--- src/brdc_pkg.sv ---
`timescale 1ns / 1ps

package brdc_pkg;

    // Region length limit and the counter widths that follow from it
    localparam int unsigned MAX_REGION_BYTES = 1048576;
    localparam int unsigned COUNT_W          = $clog2(MAX_REGION_BYTES + 2);
    localparam int unsigned PAIR_W           = $clog2(MAX_REGION_BYTES / 2 + 1);
    localparam int unsigned P5_W             = COUNT_W + 3;

    // Field widths
    localparam int unsigned BYTE_W   = 8;
    localparam int unsigned RUN_W    = 8;
    localparam int unsigned WORD_W   = 2;
    localparam int unsigned NUL_W    = 4;
    localparam int unsigned REASON_W = 3;
    localparam int unsigned APB_AW   = 5;
    localparam int unsigned APB_DW   = 32;

    // Constants of the classification rules
    localparam logic [6:0]         PRINT_LO      = 7'h20;
    localparam logic [6:0]         PRINT_HI      = 7'h7F;
    localparam logic [NUL_W-1:0]   NUL_PREFIX_CAP = 4'd10;
    localparam logic [WORD_W-1:0]  WORD_MAX      = 2'd3;
    localparam logic [WORD_W-1:0]  WORDS_NEEDED  = 2'd2;
    localparam logic [COUNT_W-1:0] SHORT_LIMIT   = COUNT_W'(4);
    localparam logic [COUNT_W-1:0] TABLE_MIN     = COUNT_W'(8);

    // Register reset values
    localparam logic [RUN_W-1:0] LONG_RUN_RST  = 8'd20;
    localparam logic [RUN_W-1:0] DENSE_RUN_RST = 8'd10;
    localparam logic [RUN_W-1:0] WORD_RUN_RST  = 8'd5;
    localparam logic [RUN_W-1:0] REPEAT_RST    = 8'd4;
    localparam logic [NUL_W-1:0] NUL_PREFIX_RST = 4'd3;

    // Verdict reason codes
    typedef enum logic [REASON_W-1:0] {
        REASON_NONE    = 3'd0,
        REASON_SHORT   = 3'd1,
        REASON_LONG    = 3'd2,
        REASON_DENSE   = 3'd3,
        REASON_WORDS   = 3'd4,
        REASON_REPEAT  = 3'd5,
        REASON_NUL     = 3'd6,
        REASON_ADDRTAB = 3'd7
    } reason_t;

    // Register index (byte address / 4)
    typedef enum logic [2:0] {
        REG_LONG_RUN   = 3'd0,
        REG_DENSE_RUN  = 3'd1,
        REG_WORD_RUN   = 3'd2,
        REG_REPEAT     = 3'd3,
        REG_NUL_PREFIX = 3'd4
    } reg_idx_t;

    // Result item as packed into the output tdata
    typedef struct packed {
        logic    too_long;
        reason_t reason;
        logic    is_data;
    } verdict_t;

    // Saturating increment of a run counter
    function automatic logic [RUN_W-1:0] sat_inc8(input logic [RUN_W-1:0] v);
        sat_inc8 = (v == {RUN_W{1'b1}}) ? v : v + RUN_W'(1);
    endfunction

endpackage

--- src/byte_region_data_classifier_core.sv ---
`timescale 1ns / 1ps

// Byte region data/code classifier.
// Input stream (s_axis_*): one byte of the region per transaction in address
// order, tlast set on the final byte. Output stream (m_axis_*): one verdict
// transaction per region, carrying is_data, the first rule that fired and the
// too_long flag. Rule thresholds sit in five registers on the APB port at
// byte addresses 0x00..0x10; write them only while no region is in flight.
// Throughput: one byte per cycle, sustained, as long as the output side takes
// verdicts; the per-byte counter update and the verdict compares sit in one
// stage between the input register and the output register.
// The final byte is held in the input register, then its verdict in the output
// register. When the receiver stalls, the verdict holds in the output register
// and bytes keep flowing; only a further final byte waits in the input register
// until the pending verdict is taken.
// Reset (rst_n low, asynchronous) empties both registers, clears all region
// counters and returns the thresholds to 20, 10, 5, 4 and 3.
module byte_region_data_classifier_core
    import brdc_pkg::*;
(
    input  logic              clk,
    input  logic              rst_n,
    // Input stream
    input  logic              s_axis_tvalid,
    output logic              s_axis_tready,
    input  logic [7:0]        s_axis_tdata,   // [7:0] byte_value
    input  logic              s_axis_tlast,   // last_byte
    // Output stream
    output logic              m_axis_tvalid,
    input  logic              m_axis_tready,
    output logic [7:0]        m_axis_tdata,   // [0] is_data, [3:1] reason, [4] too_long
    // Configuration
    input  logic              psel,
    input  logic              penable,
    input  logic              pwrite,
    input  logic [APB_AW-1:0] paddr,
    input  logic [APB_DW-1:0] pwdata,
    output logic [APB_DW-1:0] prdata,
    output logic              pready
);

    // Configuration registers
    logic [RUN_W-1:0] long_run_min_reg, dense_run_min_reg, word_run_min_reg, repeat_min_reg;
    logic [NUL_W-1:0] nul_prefix_min_reg;

    // Input register
    logic              in_valid_reg, in_valid_next;
    logic [BYTE_W-1:0] in_byte_reg;
    logic              in_last_reg;

    // Region state
    logic [COUNT_W-1:0] byte_count_reg, byte_count_next;
    logic [COUNT_W-1:0] printable_count_reg, printable_count_next;
    logic [RUN_W-1:0]   current_run_reg, current_run_next;
    logic [RUN_W-1:0]   longest_run_reg, longest_run_next;
    logic [WORD_W-1:0]  word_count_reg, word_count_next;
    logic [BYTE_W-1:0]  previous_byte_reg, previous_byte_next;
    logic [RUN_W-1:0]   same_run_reg, same_run_next;
    logic [RUN_W-1:0]   longest_same_run_reg, longest_same_run_next;
    logic               nul_string_seen_reg, nul_string_seen_next;
    logic               pending_pair_hit_reg, pending_pair_hit_next;
    logic [PAIR_W-1:0]  pair_hits_reg, pair_hits_next;

    // Output register
    logic     out_valid_reg, out_valid_next;
    verdict_t out_data_reg, out_data_next;

    // Working signals of the processing stage
    logic               proc_fire;
    logic               printable, first, sat;
    logic [6:0]         low7;
    logic [NUL_W-1:0]   nul_before;
    logic [BYTE_W-1:0]  b;
    logic [WORD_W-1:0]  word_final;
    logic [P5_W-1:0]    p5, total4, total3;
    verdict_t           verdict;
    logic               cfg_write;

    // ---------------- Configuration port ----------------
    assign pready    = 1'b1;
    assign cfg_write = psel && penable && pwrite && pready;

    always_ff @(posedge clk or negedge rst_n)
    begin
        if (!rst_n)
        begin
            long_run_min_reg   <= LONG_RUN_RST;
            dense_run_min_reg  <= DENSE_RUN_RST;
            word_run_min_reg   <= WORD_RUN_RST;
            repeat_min_reg     <= REPEAT_RST;
            nul_prefix_min_reg <= NUL_PREFIX_RST;
        end
        else if (cfg_write)
        begin
            unique case (paddr[4:2])
                REG_LONG_RUN:   long_run_min_reg   <= pwdata[RUN_W-1:0];
                REG_DENSE_RUN:  dense_run_min_reg  <= pwdata[RUN_W-1:0];
                REG_WORD_RUN:   word_run_min_reg   <= pwdata[RUN_W-1:0];
                REG_REPEAT:     repeat_min_reg     <= pwdata[RUN_W-1:0];
                REG_NUL_PREFIX: nul_prefix_min_reg <= pwdata[NUL_W-1:0];
                default: ;
            endcase
        end
    end

    // Register readback
    always_comb
    begin
        unique case (paddr[4:2])
            REG_LONG_RUN:   prdata = APB_DW'(long_run_min_reg);
            REG_DENSE_RUN:  prdata = APB_DW'(dense_run_min_reg);
            REG_WORD_RUN:   prdata = APB_DW'(word_run_min_reg);
            REG_REPEAT:     prdata = APB_DW'(repeat_min_reg);
            REG_NUL_PREFIX: prdata = APB_DW'(nul_prefix_min_reg);
            default:        prdata = '0;
        endcase
    end

    // ---------------- Flow control ----------------
    // A final byte may only move on when the output register is free or its verdict is taken
    assign proc_fire     = in_valid_reg && (!in_last_reg || !out_valid_reg || m_axis_tready);
    assign s_axis_tready = !in_valid_reg || proc_fire;

    always_comb
    begin
        in_valid_next = in_valid_reg;
        if (s_axis_tvalid && s_axis_tready)
            in_valid_next = 1'b1;
        else if (proc_fire)
            in_valid_next = 1'b0;
    end

    always_ff @(posedge clk or negedge rst_n)
    begin
        if (!rst_n)
            in_valid_reg <= 1'b0;
        else
            in_valid_reg <= in_valid_next;
    end

    always_ff @(posedge clk)
    begin
        if (s_axis_tvalid && s_axis_tready)
        begin
            in_byte_reg <= s_axis_tdata;
            in_last_reg <= s_axis_tlast;
        end
    end

    // ---------------- Per-byte update ----------------
    assign b          = in_byte_reg;
    assign low7       = b[6:0];
    assign printable  = (low7 >= PRINT_LO) && (low7 < PRINT_HI);
    assign first      = (byte_count_reg == '0);
    assign sat        = (byte_count_reg > COUNT_W'(MAX_REGION_BYTES));
    assign nul_before = (current_run_reg < RUN_W'(NUL_PREFIX_CAP)) ?
                        current_run_reg[NUL_W-1:0] : NUL_PREFIX_CAP;

    always_comb
    begin
        byte_count_next       = byte_count_reg;
        printable_count_next  = printable_count_reg;
        current_run_next      = current_run_reg;
        longest_run_next      = longest_run_reg;
        word_count_next       = word_count_reg;
        previous_byte_next    = previous_byte_reg;
        same_run_next         = same_run_reg;
        longest_same_run_next = longest_same_run_reg;
        nul_string_seen_next  = nul_string_seen_reg;
        pending_pair_hit_next = pending_pair_hit_reg;
        pair_hits_next        = pair_hits_reg;

        // Zero byte closing a printable prefix
        if (b == '0 && !in_last_reg && nul_before >= nul_prefix_min_reg)
            nul_string_seen_next = 1'b1;

        // Little-endian pairs: a hit counts once a further byte arrives
        if (!sat)
        begin
            pair_hits_next        = pair_hits_reg + PAIR_W'(pending_pair_hit_reg);
            pending_pair_hit_next = byte_count_reg[0] && (b == '0 || b[7:3] != '0);
        end

        // Identical byte runs
        if (first)
            previous_byte_next = b;
        else if (b == previous_byte_reg)
        begin
            same_run_next = sat_inc8(same_run_reg);
            if (same_run_next > longest_same_run_reg)
                longest_same_run_next = same_run_next;
        end
        else
        begin
            same_run_next      = RUN_W'(1);
            previous_byte_next = b;
        end

        // Printable runs and words
        if (printable)
        begin
            if (!sat)
                printable_count_next = printable_count_reg + COUNT_W'(1);
            current_run_next = sat_inc8(current_run_reg);
            if (current_run_next > longest_run_reg)
                longest_run_next = current_run_next;
        end
        else
        begin
            if (current_run_reg >= word_run_min_reg && word_count_reg < WORD_MAX)
                word_count_next = word_count_reg + WORD_W'(1);
            current_run_next = '0;
        end

        if (!sat)
            byte_count_next = byte_count_reg + COUNT_W'(1);
    end

    // ---------------- Verdict on the final byte ----------------
    assign word_final = (current_run_next >= word_run_min_reg && word_count_next < WORD_MAX) ?
                        word_count_next + WORD_W'(1) : word_count_next;
    assign p5     = {printable_count_next, 2'b00} + P5_W'(printable_count_next);
    assign total4 = P5_W'({byte_count_next, 2'b00});
    assign total3 = P5_W'({byte_count_next, 1'b0}) + P5_W'(byte_count_next);

    always_comb
    begin
        verdict.is_data  = 1'b1;
        verdict.too_long = (byte_count_next > COUNT_W'(MAX_REGION_BYTES));
        priority if (byte_count_next < SHORT_LIMIT)
        begin
            verdict.reason  = REASON_SHORT;
            verdict.is_data = 1'b0;
        end
        else if (longest_run_next >= long_run_min_reg)
            verdict.reason = REASON_LONG;
        else if (p5 > total4 && longest_run_next >= dense_run_min_reg)
            verdict.reason = REASON_DENSE;
        else if (word_final >= WORDS_NEEDED && p5 > total3)
            verdict.reason = REASON_WORDS;
        else if (longest_same_run_next >= repeat_min_reg)
            verdict.reason = REASON_REPEAT;
        else if (nul_string_seen_next)
            verdict.reason = REASON_NUL;
        else if (byte_count_next >= TABLE_MIN &&
                 COUNT_W'(pair_hits_next) >= (byte_count_next >> 2))
            verdict.reason = REASON_ADDRTAB;
        else
        begin
            verdict.reason  = REASON_NONE;
            verdict.is_data = 1'b0;
        end
    end

    // Region state register: cleared after each final byte
    always_ff @(posedge clk or negedge rst_n)
    begin
        if (!rst_n)
        begin
            byte_count_reg       <= '0;
            printable_count_reg  <= '0;
            current_run_reg      <= '0;
            longest_run_reg      <= '0;
            word_count_reg       <= '0;
            previous_byte_reg    <= '0;
            same_run_reg         <= RUN_W'(1);
            longest_same_run_reg <= '0;
            nul_string_seen_reg  <= 1'b0;
            pending_pair_hit_reg <= 1'b0;
            pair_hits_reg        <= '0;
        end
        else if (proc_fire)
        begin
            if (in_last_reg)
            begin
                byte_count_reg       <= '0;
                printable_count_reg  <= '0;
                current_run_reg      <= '0;
                longest_run_reg      <= '0;
                word_count_reg       <= '0;
                previous_byte_reg    <= '0;
                same_run_reg         <= RUN_W'(1);
                longest_same_run_reg <= '0;
                nul_string_seen_reg  <= 1'b0;
                pending_pair_hit_reg <= 1'b0;
                pair_hits_reg        <= '0;
            end
            else
            begin
                byte_count_reg       <= byte_count_next;
                printable_count_reg  <= printable_count_next;
                current_run_reg      <= current_run_next;
                longest_run_reg      <= longest_run_next;
                word_count_reg       <= word_count_next;
                previous_byte_reg    <= previous_byte_next;
                same_run_reg         <= same_run_next;
                longest_same_run_reg <= longest_same_run_next;
                nul_string_seen_reg  <= nul_string_seen_next;
                pending_pair_hit_reg <= pending_pair_hit_next;
                pair_hits_reg        <= pair_hits_next;
            end
        end
    end

    // ---------------- Output register ----------------
    always_comb
    begin
        out_valid_next = out_valid_reg;
        out_data_next  = out_data_reg;
        if (proc_fire && in_last_reg)
        begin
            out_valid_next = 1'b1;
            out_data_next  = verdict;
        end
        else if (m_axis_tready)
            out_valid_next = 1'b0;
    end

    always_ff @(posedge clk or negedge rst_n)
    begin
        if (!rst_n)
            out_valid_reg <= 1'b0;
        else
            out_valid_reg <= out_valid_next;
    end

    always_ff @(posedge clk)
    begin
        out_data_reg <= out_data_next;
    end

    assign m_axis_tvalid = out_valid_reg;
    assign m_axis_tdata  = {3'b000, out_data_reg};

endmodule

--- config.mk ---
export PLATFORM = sky130hd
export DESIGN_NAME = byte_region_data_classifier_core
export DESIGN_NICKNAME = d
export VERILOG_FILES = /design/src/brdc_pkg.sv /design/src/byte_region_data_classifier_core.sv
export SDC_FILE = /design/constraint.sdc
export NUM_CORES = 1
export LEC_CHECK = 0
export ABC_AREA = 1
export BUFFER_PORTS_ARGS = -buffer_cell sky130_fd_sc_hd__buf_2
export CORE_MARGIN = 2
export CORE_UTILIZATION = 47
export CTS_CLUSTER_DIAMETER = 50
export CTS_CLUSTER_SIZE = 20
export DETAILED_ROUTE_END_ITERATION = 8
export SETUP_SLACK_MARGIN = 0.05
export SLEW_MARGIN = 10
export SYNTH_ARGS = -nofsm -noshare
export SYNTH_HDL_FRONTEND = slang
export SYNTH_SLANG_ARGS = --single-unit
--- constraint.sdc ---
create_clock -name clk -period 11.3 [get_ports clk]
set_input_delay 1.695 -clock clk [delete_from_list [all_inputs] [get_ports clk]]
set_output_delay 1.695 -clock clk [all_outputs]
set_load 0.02 [all_outputs]
==> run_results.csv <==
group,metric,value,unit
run_status,status,"complete, no violations",
sta,min_period,6.72,ns
sta,worstMarginPinSlew,1.18,ns
global_route,grt_overflow,0,
clock_tree,hold_buffers,0,
clock_tree,postCtsSetupBuffers,0,
finish,fin_nets,2180,
placed_design,port_buffers,41,
synth,ys_warn_count,0,
floorplan,num_rows,63,
clock_tree,cts.repair.resized,0,
detailed_routing,antenna_left,0,
detailed_routing,drc,0,
detailed_routing,routed_wl,35400,um
sta,slew_headroom,20.4,%
clock_tree,cts-root-buf,"clkbuf_16",
synth,synth_compound_area_share,14.7,%
detailed_routing,via_per_inst,5.24,
setup_path,worstPathMaxFanout,24,
synth,synthFlopType,"dfrtp_1",
setup_path,cp_common_cell,"nand2_1",
floorplan,dieArea,31200,um^2
setup_path,required,11.50,ns
worst_hold_path,hold_class,"register to register",
setup_path,cp_slowest_cell,"xor2_1",
finish,layout.cells.most_common,"nand2_1",
placed_design,dpl.hpwl,26900,um
floorplan,start_util,47.5,%
synth,synth_area,14000,um^2
floorplan,die_height,177,um
global_route,track_usage,23.8,%
placed_design,gp_congestion,0.864,
sta,drv_slew,0,
synth,synthSimpleGateAreaFrac,21.6,%
sta,min_period_over_period,59.5,%
finish,syn2layout_area_growth,8.25,%
sta,finalHoldViolations,0,
synth,synth_xor_area_share,6.05,%
global_route,antenna_found_initial,2,
setup_path,crit_arrival,6.93,ns
power,ir_worst_vdd,0.000101,V
clock_tree,clock_latency,0.45,ns
detailed_routing,wire_per_inst,15.2,um
setup_path,regToRegSetupSlack,4.58,ns
synth,synth_top_family_by_area,"simple AND/OR/NAND/NOR gates",
global_route,grt_pass1_wl,59500,um
finish,most-common-layout-cells,"418 x nand2_1, 311 x inv_1, 195 x ha_1",
job,max_cap_violations,0,
sta,fmax,149,MHz
synth,ys_seq_elements,158,
finish,final_cells,2333,
clock_tree,numCtsBuffers,17,
finish,num_antenna_cells,0,
worst_hold_path,holdPathEnd,"repeat_min_reg[1]",
setup_path,cp-end-kind,"register",
finish,drive_gt1_share,6.95,%
clock_tree,cts_buffer_depth,2,
floorplan,die_x,177,um
sta,setup_tns,0,ns
synth,ys_seq_area_share,28.8,%
floorplan,io_pins,96,
detailed_routing,drtIter0Drc,833,
clock_tree,cts_tree,"yes",
setup_path,start_kind,"register",
sta,finClkSkew,0.0136,ns
synth,synth_mux_area_share,0,%
sta,rsz0062_at_grt,"false",
setup_path,r2r_end,"m_axis_tdata[0]",
setup_path,cp-startpoint,"byte_count_reg[0]",
clock_tree,cts_sinks,158,
global_route,grt_max_degree,93,
setup_path,r2r_start,"byte_count_reg[0]",
synth,syn_avg_cell_area,7.40,um^2
clock_tree,clk_pin_slew,0.07,ns
global_route,grt_pass1_vias,11800,
power,powerDensity,140,nW/um^2
synth,async_flop_share,91.1,%
synth,synth_cell_types,64,
detailed_routing,drt_pass1_iterations,5,
worst_hold_path,whs_path_depth,2,
worst_hold_path,holdCritStartpoint,"repeat_min_reg[1]",
setup_path,path_class,"register to register",
synth,synth-adder-area-share,17.7,%
sta,final-setup-viol-count,0,
setup_path,critPathMaxStageDelay,0.62,ns
clock_tree,h-tree-depth,4,
synth,synth_edf_count,14,
placed_design,dp.cells,2301,
detailed_routing,vias,12200,
setup_path,ff2ff_path_depth,37,
power,p_leak,0.00812,uW
power,finalPower,2120,uW
synth,syn_inst,1891,
floorplan,core,29500,um^2
-- cell usage after synthesis, types with 3 or more instances --
| cell type | number | share of area (%) |
|---|---|---|
| o21ai_1 | 3 | 0.11 |
| o21ai_0 | 133 | 4.8 |
| nand2_2 | 3 | 0.13 |
| o22ai_1 | 65 | 2.9 |
| nor2_1 | 102 | 2.7 |
| a22oi_1 | 5 | 0.27 |
| nor2_2 | 5 | 0.22 |
| a21boi_0 | 5 | 0.27 |
| or2_2 | 5 | 0.22 |
| inv_1 | 312 | 8.4 |
| inv_2 | 8 | 0.21 |
| nor3b_1 | 3 | 0.16 |
| nand4_1 | 33 | 1.5 |
| nand2_1 | 418 | 11 |
| nor3_1 | 34 | 1.2 |
| xnor2_1 | 15 | 0.94 |
| xor2_1 | 78 | 4.9 |
| dfstp_2 | 10 | 1.9 |
| nand2_4 | 3 | 0.24 |
| o31ai_1 | 3 | 0.16 |
| edfxtp_1 | 14 | 3.0 |
| o21a_1 | 5 | 0.27 |
| o211ai_1 | 6 | 0.32 |
| nand3_1 | 73 | 2.6 |
| a31oi_1 | 7 | 0.31 |
| buf_4 | 28 | 1.5 |
| a22o_1 | 3 | 0.19 |
| a211oi_1 | 4 | 0.21 |
| ha_1 | 195 | 17 |
| clkbuf_1 | 28 | 0.75 |
| dfrtp_1 | 134 | 24 |
| a21oi_1 | 101 | 3.6 |
| o21bai_1 | 4 | 0.21 |
| nor4_1 | 5 | 0.22 |
-- metrics by stage --
step	utilization, %	worst slack [ns]	hold slack [ns]	area, um^2
after floorplan	-	5.93	0.453	14100
after global placement	49.4	4.75	0.474	14600
after detailed placement	49.4	4.71	0.478	14600
after CTS	51.4	4.68	0.494	15200
after global routing	51.4	3.98	0.513	15200
final	51.4	4.58	0.490	15200
-- worst max path at each step --
| stage | end | cells after the start |
|---|---|---|
| after floorplan | m_axis_tdata[0] | 38 |
| after global placement | m_axis_tdata[0] | 37 |
| after global routing | m_axis_tdata[0] | 35 |
| after detailed placement | m_axis_tdata[0] | 37 |
| after CTS | m_axis_tdata[0] | 37 |
| final | m_axis_tdata[0] | 37 |
-- final cells by class --
cell class              count  area [um^2]
multi-input cells        1379         8530
clock inverters             9         97.6
well taps                 390          488
clock buffers              23          499
flip-flops and latches    158         4040
inverters                 321         1200
fillers                  2954        14300
repair buffers             53          302
-- routing by layer --
| metal | up-vias | track usage, % | share of wire, % |
|---|---|---|---|
| li1 | 6284 | - | - |
| met1 | 5666 | 32.8 | 48 |
| met2 | 235 | 39.1 | 46 |
| met3 | 40 | 3.14 | 3.8 |
| met4 | 0 | 6.65 | 2.0 |
| met5 | - | 0 | 0 |
-- critical path, delay by kind of cell, from the launching register on --
family	cells	cell delay [ns]
buffers and inverters	2	0.36
adders and majority gates	3	0.88
and+or+nand+nor	24	2.70
DFF	1	0.42
xor gates and xnor gates	2	0.78
AOI/OAI and AO/OA	6	1.34
-- kinds of logic (layout without fill, tap and decap cells) --
family | count (synthesis) | after routing
xor gates and xnor gates | 95 | 95
DFF | 158 | 158
buffers and inverters | 380 | 406
other | 2 | 28
AOI/OAI and AO/OA | 361 | 361
and+or+nand+nor | 698 | 698
adders and majority gates | 197 | 197
-- report_power, final --
group	switching, uW	internal, uW	leakage (uW)
clock	251	338	0.000287
combinational	544	309	0.00577
sequential	45.9	635	0.00206
Note: power is estimated with default switching activity, not from simulation.
